## src/hdl/skt_pkg.sv

```systemverilog
// Shared types, codes and constants of the sorted key table.
// Used by skt_ctrl, skt_dp, sorted_key_table, skt_checker and tb_top; depends on nothing.
package skt_pkg;

    localparam int DEPTH_DEFAULT = 64;
    localparam int TYPE_COUNT    = 16;
    localparam int KEY_W         = 32;
    localparam int KIND_W        = 8;
    localparam int OP_W          = 2;
    localparam int STATUS_W      = 3;

    typedef logic [OP_W-1:0]     t_op;
    typedef logic [STATUS_W-1:0] t_status;

    // Request codes.
    localparam t_op OP_LOOKUP = 2'd0;
    localparam t_op OP_INSERT = 2'd1;
    localparam t_op OP_REMOVE = 2'd2;

    // Result codes.
    localparam t_status ST_OK      = 3'd0;
    localparam t_status ST_DUP     = 3'd1;
    localparam t_status ST_MISSING = 3'd2;
    localparam t_status ST_FULL    = 3'd3;
    localparam t_status ST_BAD     = 3'd4;

    // Commands from the controller to the datapath.
    typedef struct packed {
        logic load;      // latch the request, open the search window
        logic srch_rd;   // read the middle entry of the window
        logic srch_cmp;  // narrow the window with the entry just read
        logic init_up;   // shift pointer to the entry count
        logic init_dn;   // shift pointer to the found position
        logic step_up;   // move one entry up by one place
        logic step_dn;   // move one entry down by one place
        logic place;     // write the new entry, count up
        logic shrink;    // count down
    } t_cmd;

    // Status from the datapath to the controller.
    typedef struct packed {
        t_op  op;
        logic lo_lt_hi;
        logic found;
        logic bad_ins;
        logic full;
        logic up_done;
        logic dn_done;
    } t_dp_stat;

endpackage

```

## src/hdl/sorted_key_table.sv

```systemverilog
// Sorted key table: each request starts with a binary search of at most clog2(count+1) steps
// (7 for 64 entries), each a registered memory read and a compare. A lookup then gives the result
// beat; a successful insert shifts the entries from the found position up one place and writes
// the new entry, a successful remove shifts the entries above the found one down one place.
// A new start is taken in the result beat's cycle; o_valid marks each result for one cycle and
// cannot be stalled. Synchronous active-low reset empties the table, not the entry contents.
module sorted_key_table #(
    parameter int TABLE_DEPTH = skt_pkg::DEPTH_DEFAULT
) (
    input  logic                             i_clk,
    input  logic                             i_rst_n,
    input  logic                             start,
    output logic                             busy,
    input  logic [skt_pkg::OP_W-1:0]         i_operation,
    input  logic signed [skt_pkg::KEY_W-1:0] i_key,
    input  logic [skt_pkg::KIND_W-1:0]       i_kind,
    output logic                             o_valid,
    output logic [skt_pkg::STATUS_W-1:0]     o_status
);

    skt_pkg::t_cmd     cmd;
    skt_pkg::t_dp_stat dp_stat;

    // Sequencer.
    skt_ctrl u_ctrl (
        .i_clk    (i_clk),
        .i_rst_n  (i_rst_n),
        .start    (start),
        .busy     (busy),
        .o_valid  (o_valid),
        .o_status (o_status),
        .i_stat   (dp_stat),
        .o_cmd    (cmd)
    );

    // Table storage and search arithmetic.
    skt_dp #(
        .TABLE_DEPTH (TABLE_DEPTH)
    ) u_dp (
        .i_clk       (i_clk),
        .i_rst_n     (i_rst_n),
        .i_operation (i_operation),
        .i_key       (i_key),
        .i_kind      (i_kind),
        .i_cmd       (cmd),
        .o_stat      (dp_stat)
    );

endmodule

```

## src/hdl/skt_ctrl.sv

```systemverilog
// Controller state machine of the sorted key table: sequences search,
// shift and result beat. Depends on skt_pkg; drives skt_dp by commands.
module skt_ctrl (
    input  logic               i_clk,
    input  logic               i_rst_n,
    input  logic               start,
    output logic               busy,
    output logic               o_valid,
    output skt_pkg::t_status   o_status,
    input  skt_pkg::t_dp_stat  i_stat,
    output skt_pkg::t_cmd      o_cmd
);

    typedef enum logic [2:0] {
        IDLE,
        SRCH_RD,
        SRCH_CMP,
        SHIFT_UP,
        PLACE,
        SHIFT_DN
    } t_state;

    t_state           r_state, n_state;
    logic             r_busy, n_busy;
    logic             r_valid, n_valid;
    skt_pkg::t_status r_status, n_status;

    // Next state, commands and result.
    always_comb begin
        o_cmd    = '0;
        n_state  = r_state;
        n_busy   = r_busy;
        n_valid  = 1'b0;
        n_status = r_status;
        case (r_state)
            IDLE: begin
                if (start) begin
                    o_cmd.load = 1'b1;
                    n_state    = SRCH_RD;
                    n_busy     = 1'b1;
                end
            end
            SRCH_RD: begin
                if (i_stat.lo_lt_hi) begin
                    o_cmd.srch_rd = 1'b1;
                    n_state       = SRCH_CMP;
                end else begin
                    // Search finished: decide what the request does.
                    n_state = IDLE;
                    n_busy  = 1'b0;
                    n_valid = 1'b1;
                    case (i_stat.op)
                        skt_pkg::OP_LOOKUP: begin
                            n_status = i_stat.found ? skt_pkg::ST_OK : skt_pkg::ST_MISSING;
                        end
                        skt_pkg::OP_INSERT: begin
                            if (i_stat.bad_ins) begin
                                n_status = skt_pkg::ST_BAD;
                            end else if (i_stat.found) begin
                                n_status = skt_pkg::ST_DUP;
                            end else if (i_stat.full) begin
                                n_status = skt_pkg::ST_FULL;
                            end else begin
                                o_cmd.init_up = 1'b1;
                                n_state       = SHIFT_UP;
                                n_busy        = 1'b1;
                                n_valid       = 1'b0;
                            end
                        end
                        skt_pkg::OP_REMOVE: begin
                            if (!i_stat.found) begin
                                n_status = skt_pkg::ST_MISSING;
                            end else begin
                                o_cmd.init_dn = 1'b1;
                                n_state       = SHIFT_DN;
                                n_busy        = 1'b1;
                                n_valid       = 1'b0;
                            end
                        end
                        default: begin
                            n_status = skt_pkg::ST_BAD;
                        end
                    endcase
                end
            end
            SRCH_CMP: begin
                o_cmd.srch_cmp = 1'b1;
                n_state        = SRCH_RD;
            end
            SHIFT_UP: begin
                if (!i_stat.up_done) begin
                    o_cmd.step_up = 1'b1;
                end else begin
                    n_state = PLACE;
                end
            end
            PLACE: begin
                o_cmd.place = 1'b1;
                n_state     = IDLE;
                n_busy      = 1'b0;
                n_valid     = 1'b1;
                n_status    = skt_pkg::ST_OK;
            end
            SHIFT_DN: begin
                if (!i_stat.dn_done) begin
                    o_cmd.step_dn = 1'b1;
                end else begin
                    o_cmd.shrink = 1'b1;
                    n_state      = IDLE;
                    n_busy       = 1'b0;
                    n_valid      = 1'b1;
                    n_status     = skt_pkg::ST_OK;
                end
            end
            default: begin
                n_state = IDLE;
                n_busy  = 1'b0;
            end
        endcase
    end

    // State and registered outputs.
    always_ff @(posedge i_clk) begin
        if (!i_rst_n) begin
            r_state  <= IDLE;
            r_busy   <= 1'b0;
            r_valid  <= 1'b0;
            r_status <= skt_pkg::ST_OK;
        end else begin
            r_state  <= n_state;
            r_busy   <= n_busy;
            r_valid  <= n_valid;
            r_status <= n_status;
        end
    end

    assign busy     = r_busy;
    assign o_valid  = r_valid;
    assign o_status = r_status;

endmodule

```

## src/hdl/skt_dp.sv

```systemverilog
// Datapath of the sorted key table: entry memory, entry count, search
// window and shift pointer. Depends on skt_pkg; commanded by skt_ctrl.
module skt_dp #(
    parameter int TABLE_DEPTH = skt_pkg::DEPTH_DEFAULT
) (
    input  logic                             i_clk,
    input  logic                             i_rst_n,
    input  skt_pkg::t_op                     i_operation,
    input  logic signed [skt_pkg::KEY_W-1:0] i_key,
    input  logic [skt_pkg::KIND_W-1:0]       i_kind,
    input  skt_pkg::t_cmd                    i_cmd,
    output skt_pkg::t_dp_stat                o_stat
);

    localparam int AW = (TABLE_DEPTH > 1) ? $clog2(TABLE_DEPTH) : 1;
    localparam int CW = $clog2(TABLE_DEPTH + 1);

    // Entry memory, one write and one registered read port.
    logic [skt_pkg::KEY_W-1:0]  mem_key  [TABLE_DEPTH];
    logic [skt_pkg::KIND_W-1:0] mem_kind [TABLE_DEPTH];

    logic [CW-1:0]               r_cnt, r_lo, r_hi, r_ptr;
    logic                        r_found;
    skt_pkg::t_op                r_op;
    logic signed [skt_pkg::KEY_W-1:0] r_key;
    logic [skt_pkg::KIND_W-1:0]  r_kind;
    logic [skt_pkg::KEY_W-1:0]   r_rd_key;
    logic [skt_pkg::KIND_W-1:0]  r_rd_kind;
    logic                        r_wr_pend;
    logic [AW-1:0]               r_wr_addr;

    logic [CW:0]   mid_sum;
    logic [CW-1:0] mid;
    logic [CW-1:0] ptr_dec, ptr_inc;
    logic [AW-1:0] rd_addr;
    logic          rd_en;
    logic          rd_lt;

    // Window middle and shift neighbors.
    assign mid_sum = {1'b0, r_lo} + {1'b0, r_hi};
    assign mid     = mid_sum[CW:1];
    assign ptr_dec = r_ptr - 1'b1;
    assign ptr_inc = r_ptr + 1'b1;
    assign rd_lt   = $signed(r_rd_key) < r_key;

    always_comb begin
        rd_addr = mid[AW-1:0];
        if (i_cmd.step_up) begin
            rd_addr = ptr_dec[AW-1:0];
        end else if (i_cmd.step_dn) begin
            rd_addr = ptr_inc[AW-1:0];
        end
    end
    assign rd_en = i_cmd.srch_rd | i_cmd.step_up | i_cmd.step_dn;

    // Memory port: a shift write lands in the cycle after its read.
    always_ff @(posedge i_clk) begin
        if (rd_en) begin
            r_rd_key  <= mem_key[rd_addr];
            r_rd_kind <= mem_kind[rd_addr];
        end
        if (r_wr_pend) begin
            mem_key[r_wr_addr]  <= r_rd_key;
            mem_kind[r_wr_addr] <= r_rd_kind;
        end else if (i_cmd.place) begin
            mem_key[r_lo[AW-1:0]]  <= r_key;
            mem_kind[r_lo[AW-1:0]] <= r_kind;
        end
    end

    // Control state: entry count and pending shift write.
    always_ff @(posedge i_clk) begin
        if (!i_rst_n) begin
            r_cnt     <= '0;
            r_wr_pend <= 1'b0;
        end else begin
            r_wr_pend <= i_cmd.step_up | i_cmd.step_dn;
            if (i_cmd.place) begin
                r_cnt <= r_cnt + 1'b1;
            end else if (i_cmd.shrink) begin
                r_cnt <= r_cnt - 1'b1;
            end
        end
    end

    // Request, search window and shift pointer.
    always_ff @(posedge i_clk) begin
        if (i_cmd.load) begin
            r_op    <= i_operation;
            r_key   <= i_key;
            r_kind  <= i_kind;
            r_lo    <= '0;
            r_hi    <= r_cnt;
            r_found <= 1'b0;
        end
        // Lower-bound search; the last upper-bound hit decides the match.
        if (i_cmd.srch_cmp) begin
            if (rd_lt) begin
                r_lo <= mid + 1'b1;
            end else begin
                r_hi    <= mid;
                r_found <= (r_rd_key == r_key);
            end
        end
        if (i_cmd.init_up) begin
            r_ptr <= r_cnt;
        end else if (i_cmd.init_dn) begin
            r_ptr <= r_lo;
        end else if (i_cmd.step_up) begin
            r_ptr     <= ptr_dec;
            r_wr_addr <= r_ptr[AW-1:0];
        end else if (i_cmd.step_dn) begin
            r_ptr     <= ptr_inc;
            r_wr_addr <= r_ptr[AW-1:0];
        end
    end

    // Status for the controller.
    assign o_stat.op       = r_op;
    assign o_stat.lo_lt_hi = r_lo < r_hi;
    assign o_stat.found    = r_found;
    assign o_stat.bad_ins  = r_key[skt_pkg::KEY_W-1]
                           | ({1'b0, r_kind} >= (skt_pkg::KIND_W + 1)'(skt_pkg::TYPE_COUNT));
    assign o_stat.full     = r_cnt == CW'(TABLE_DEPTH);
    assign o_stat.up_done  = r_ptr == r_lo;
    assign o_stat.dn_done  = ({1'b0, r_ptr} + 1'b1) >= {1'b0, r_cnt};

endmodule

```

## config.mk

```make
export PLATFORM = sky130hd
export DESIGN_NAME = sorted_key_table
export DESIGN_NICKNAME = d
export VERILOG_FILES = /design/src/hdl/skt_pkg.sv /design/src/hdl/sorted_key_table.sv /design/src/hdl/skt_ctrl.sv /design/src/hdl/skt_dp.sv
export SDC_FILE = /design/constraint.sdc
export NUM_CORES = 2
export LEC_CHECK = 0
export ABC_AREA = 0
export BUFFER_PORTS_ARGS = -buffer_cell sky130_fd_sc_hd__buf_2
export CORE_ASPECT_RATIO = 0.8
export CORE_UTILIZATION = 60
export CTS_BUF_LIST = sky130_fd_sc_hd__clkbuf_8
export DETAILED_ROUTE_END_ITERATION = 8
export PLACE_DENSITY_LB_ADDON = 0.12
export SLEW_MARGIN = 10
export SYNTH_ARGS = -nofsm -noshare
export SYNTH_HDL_FRONTEND = slang
export SYNTH_SLANG_ARGS = --single-unit
```

## constraint.sdc

```tcl
create_clock -name i_clk -period 13.8 [get_ports i_clk]
set_input_delay 0 -clock i_clk [delete_from_list [all_inputs] [get_ports i_clk]]
set_output_delay 0 -clock i_clk [all_outputs]
set_load 0.02 [all_outputs]
```

==> qor.yml <==
yosys:
  ys_ff_latch: 2162
  yosys_warnings: 0
  syn_area_um2: 86360
  synth_flop_cell: "edfxtp_1"
  async_flop_share: 0
  seq_area_frac_synth: 0.7481
  synth_nets: 6218
  synth-edff-count: 2131
  ys_types: 79
  synth_cells: 6108
  avgSynthCellArea_um2: 14.14
route:
  drc: 0
  routed_wl_mm: 248.8
  ant_nets: 0
  drt_pass1_iterations: 6
  viasPerCell: 6.431
  wl_per_cell_um: 29.32
  vias: 54570
  drt-initial-drc-count: 8553
clock_network:
  cts_buffers: 339
  post_cts_resized: 0
  clock_latency_ns: 1.06
  cts_buffer_depth: 4
  cts_tree: "built"
  cts_root_buffer: "clkbuf_8"
  clock-sinks: 2162
  htree_levels: 5
  clkSlewWorstSetupHoldPaths_ns: 0.06
placed_design:
  hpwl_mm: 131.0
  portBuffers: 45
  dpl.cell_count: 7835
  gp_congestion: 0.9160
sta:
  fin_crit_ns: 7.635
  final.setup.tns_ns: 0
  hold_viol: 0
  max_freq_mhz: 131.0
  max-slew-margin-rel: 0.1972
  finalSetupViolCount: 0
  worst_slew_pin_slew_ns: 1.196
  finalCritPeriodShare: 0.5532
  finalClockSkew_ns: 0.05628
  rsz0062_at_grt: "false"
  slew_viol_final: 0
power:
  ir_worst_vdd_mv: 0.1106
  p_leak_nw: 31.84
  pwr_density_cell_nw_per_um2: 125.7
grt:
  antenna_found_initial: 22
  grt_pass1_vias: 51410
  grtUsageTotal: 0.3416
  grt_overflow: 0
  grt_max_degree: 166
  grt_first_pass_wirelength_mm: 354.5
setup_path:
  crit_fanout: 71
  reg2reg_depth: 18
  crit_type: "reg2reg"
  startpoint_type: "flop"
  critical_path_arrival_ns: 8.48
  critPathCaptureType: "flop"
  required_ns: 14.65
  critPathLaunch: "u_dp.r_ptr[0]"
  reg2reg_from: "u_dp.r_ptr[0]"
cells_and_area:
  nets: 6477
  fin_util: 0.6703
  syn_to_final_growth_pct: 10.90
  fin_cells: 8486
  drive_above_1_share: 0.1143
floorplan:
  dieArea_um2: 145500
  ios: 50
  dieHeight_um: 341.3
  core_area_um2: 142900
  floorplan.die.width_um: 426.2
  start_util: 0.6044
  rows: 124
min_path:
  min_path_type: "in2reg"
  hold_path.startpoint: "start"
  hold_depth: 6
job:
  maxCapViolCount: 0
run_status:
  outcome: "completed"
-- path summary, 6_finish.rpt --
kind / end / slack, ns
worst min register to register: u_ctrl.o_status[1] / 0.47
worst min-delay path: u_ctrl.r_state[0] / 0.15
worst max register to register: u_dp.r_rd_key[21] / 6.17
worst max-delay path: u_dp.r_rd_key[21] / 6.17
-- cells by family (layout without fill, tap and decap cells) --
kind of cell | Yosys count | count (layout) | synth area share
compound gates | 629 | 629 | 0.05302
buf+inv | 430 | 908 | 0.02322
other cells | 0 | 10 | 0
fa+ha+maj | 65 | 65 | 0.009591
mux | 278 | 278 | 0.03710
simple gates | 2507 | 2507 | 0.1252
xor+xnor | 37 | 37 | 0.003752
flops | 2162 | 2162 | 0.7481
-- area by class of cell --
type                       count  area [um2]
sequential                  2162       64610
timing repair buffer         287        2332
antenna                       10       25.02
inverter                      61       229.0
clock inverter               213        1030
fill                        9925       47120
tap                         1890        2365
clock buffer                 347        4776
multi-input combinational   3516       20410
-- sequential cells by signal, summed over array words and instances (netlist names), 3 cells and up --
signal           count
u_dp.r_wr_addr       6
u_dp.r_kind          4
u_dp.mem_key      2048
u_dp.r_rd_key       32
u_dp.r_key          32
u_dp.r_lo            7
u_dp.r_cnt           7
u_dp.r_hi            7
u_ctrl.o_status      3
u_ctrl.r_state       3
u_dp.r_ptr           7
-- cells in the mapped netlist, drive strengths merged, types with 43 or more instances --
| master | number | share of area |
|---|---|---|
| nand2 | 1596 | 0.070 |
| a21oi | 62 | 0.0036 |
| buf | 230 | 0.015 |
| nand4 | 114 | 0.0083 |
| nor2 | 125 | 0.0057 |
| edfxtp | 2131 | 0.74 |
| a31oi | 209 | 0.015 |
| a32oi | 96 | 0.0097 |
| ha | 63 | 0.0091 |
| mux2i | 211 | 0.024 |
| clkbuf | 139 | 0.0060 |
| and3 | 43 | 0.0031 |
| nand3 | 545 | 0.032 |
| inv | 61 | 0.0027 |
| a32o | 65 | 0.0075 |
-- metrics by stage --
stage	hold slack (ns)	cell area [um2]	total power, mW	setup WS [ns]
3_5_place_dp	0.1781	89130	7.311	6.344
2_1_floorplan	0.09887	86360	7.287	9.052
6_report	0.1469	95770	12.04	6.165
3_3_place_gp	0.1772	89130	7.310	6.421
4_1_cts	0.04105	95750	12.07	6.287
5_1_grt	0.1053	95760	12.35	5.898
-- layout by cell type, fill, tap and decap left out, drive strengths merged, types with 81 or more instances in the layout --
master,synthesis,layout
a32oi,96,96
clkinv,0,94
a31oi,209,209
buf,230,206
nand3,545,545
nor2,125,125
clkbuf,139,347
dlygate4sd3,0,81
mux2i,211,211
nand2,1596,1596
inv,61,170
nand4,114,114
edfxtp,2131,2131
-- critical path, cell delays in order (launching register included) --
cell and delay [ns]:
edfxtp_1 0.56, ha_1 0.25, nand3_1 0.15, nor2_1 0.17, xor2_1 0.25, ha_1 0.31
nand3_1 0.09, nand4b_1 0.18, a211oi_1 0.69, a221o_1 0.38, and2_4 0.41, buf_4 0.72
buf_4 0.77, buf_4 0.79, nor2_2 0.36, nand3_1 0.17, nand4_1 0.24, a32o_1 0.55
a211oi_1 0.26
-- metal layers --
layer	wire length (um)	GRT usage	vias to the layer above
li1	-	-	23510
met1	97030	0.4914	27170
met2	111600	0.5051	3388
met3	30570	0.08364	499
met4	9621	0.1385	6
met5	35	0	-
-- report_power, final --
part / switching, mW / internal, mW
Sequential: 0.00975 / 7.11
Combinational: 0.0367 / 0.0340
Clock: 2.40 / 2.44
-- what timing repair did --
action,4_1_cts,5_1_grt
setup buffers,0,0
endpoints found under the hold margin,62,0
hold buffers,81,0
(Power assumes the default switching activity.)
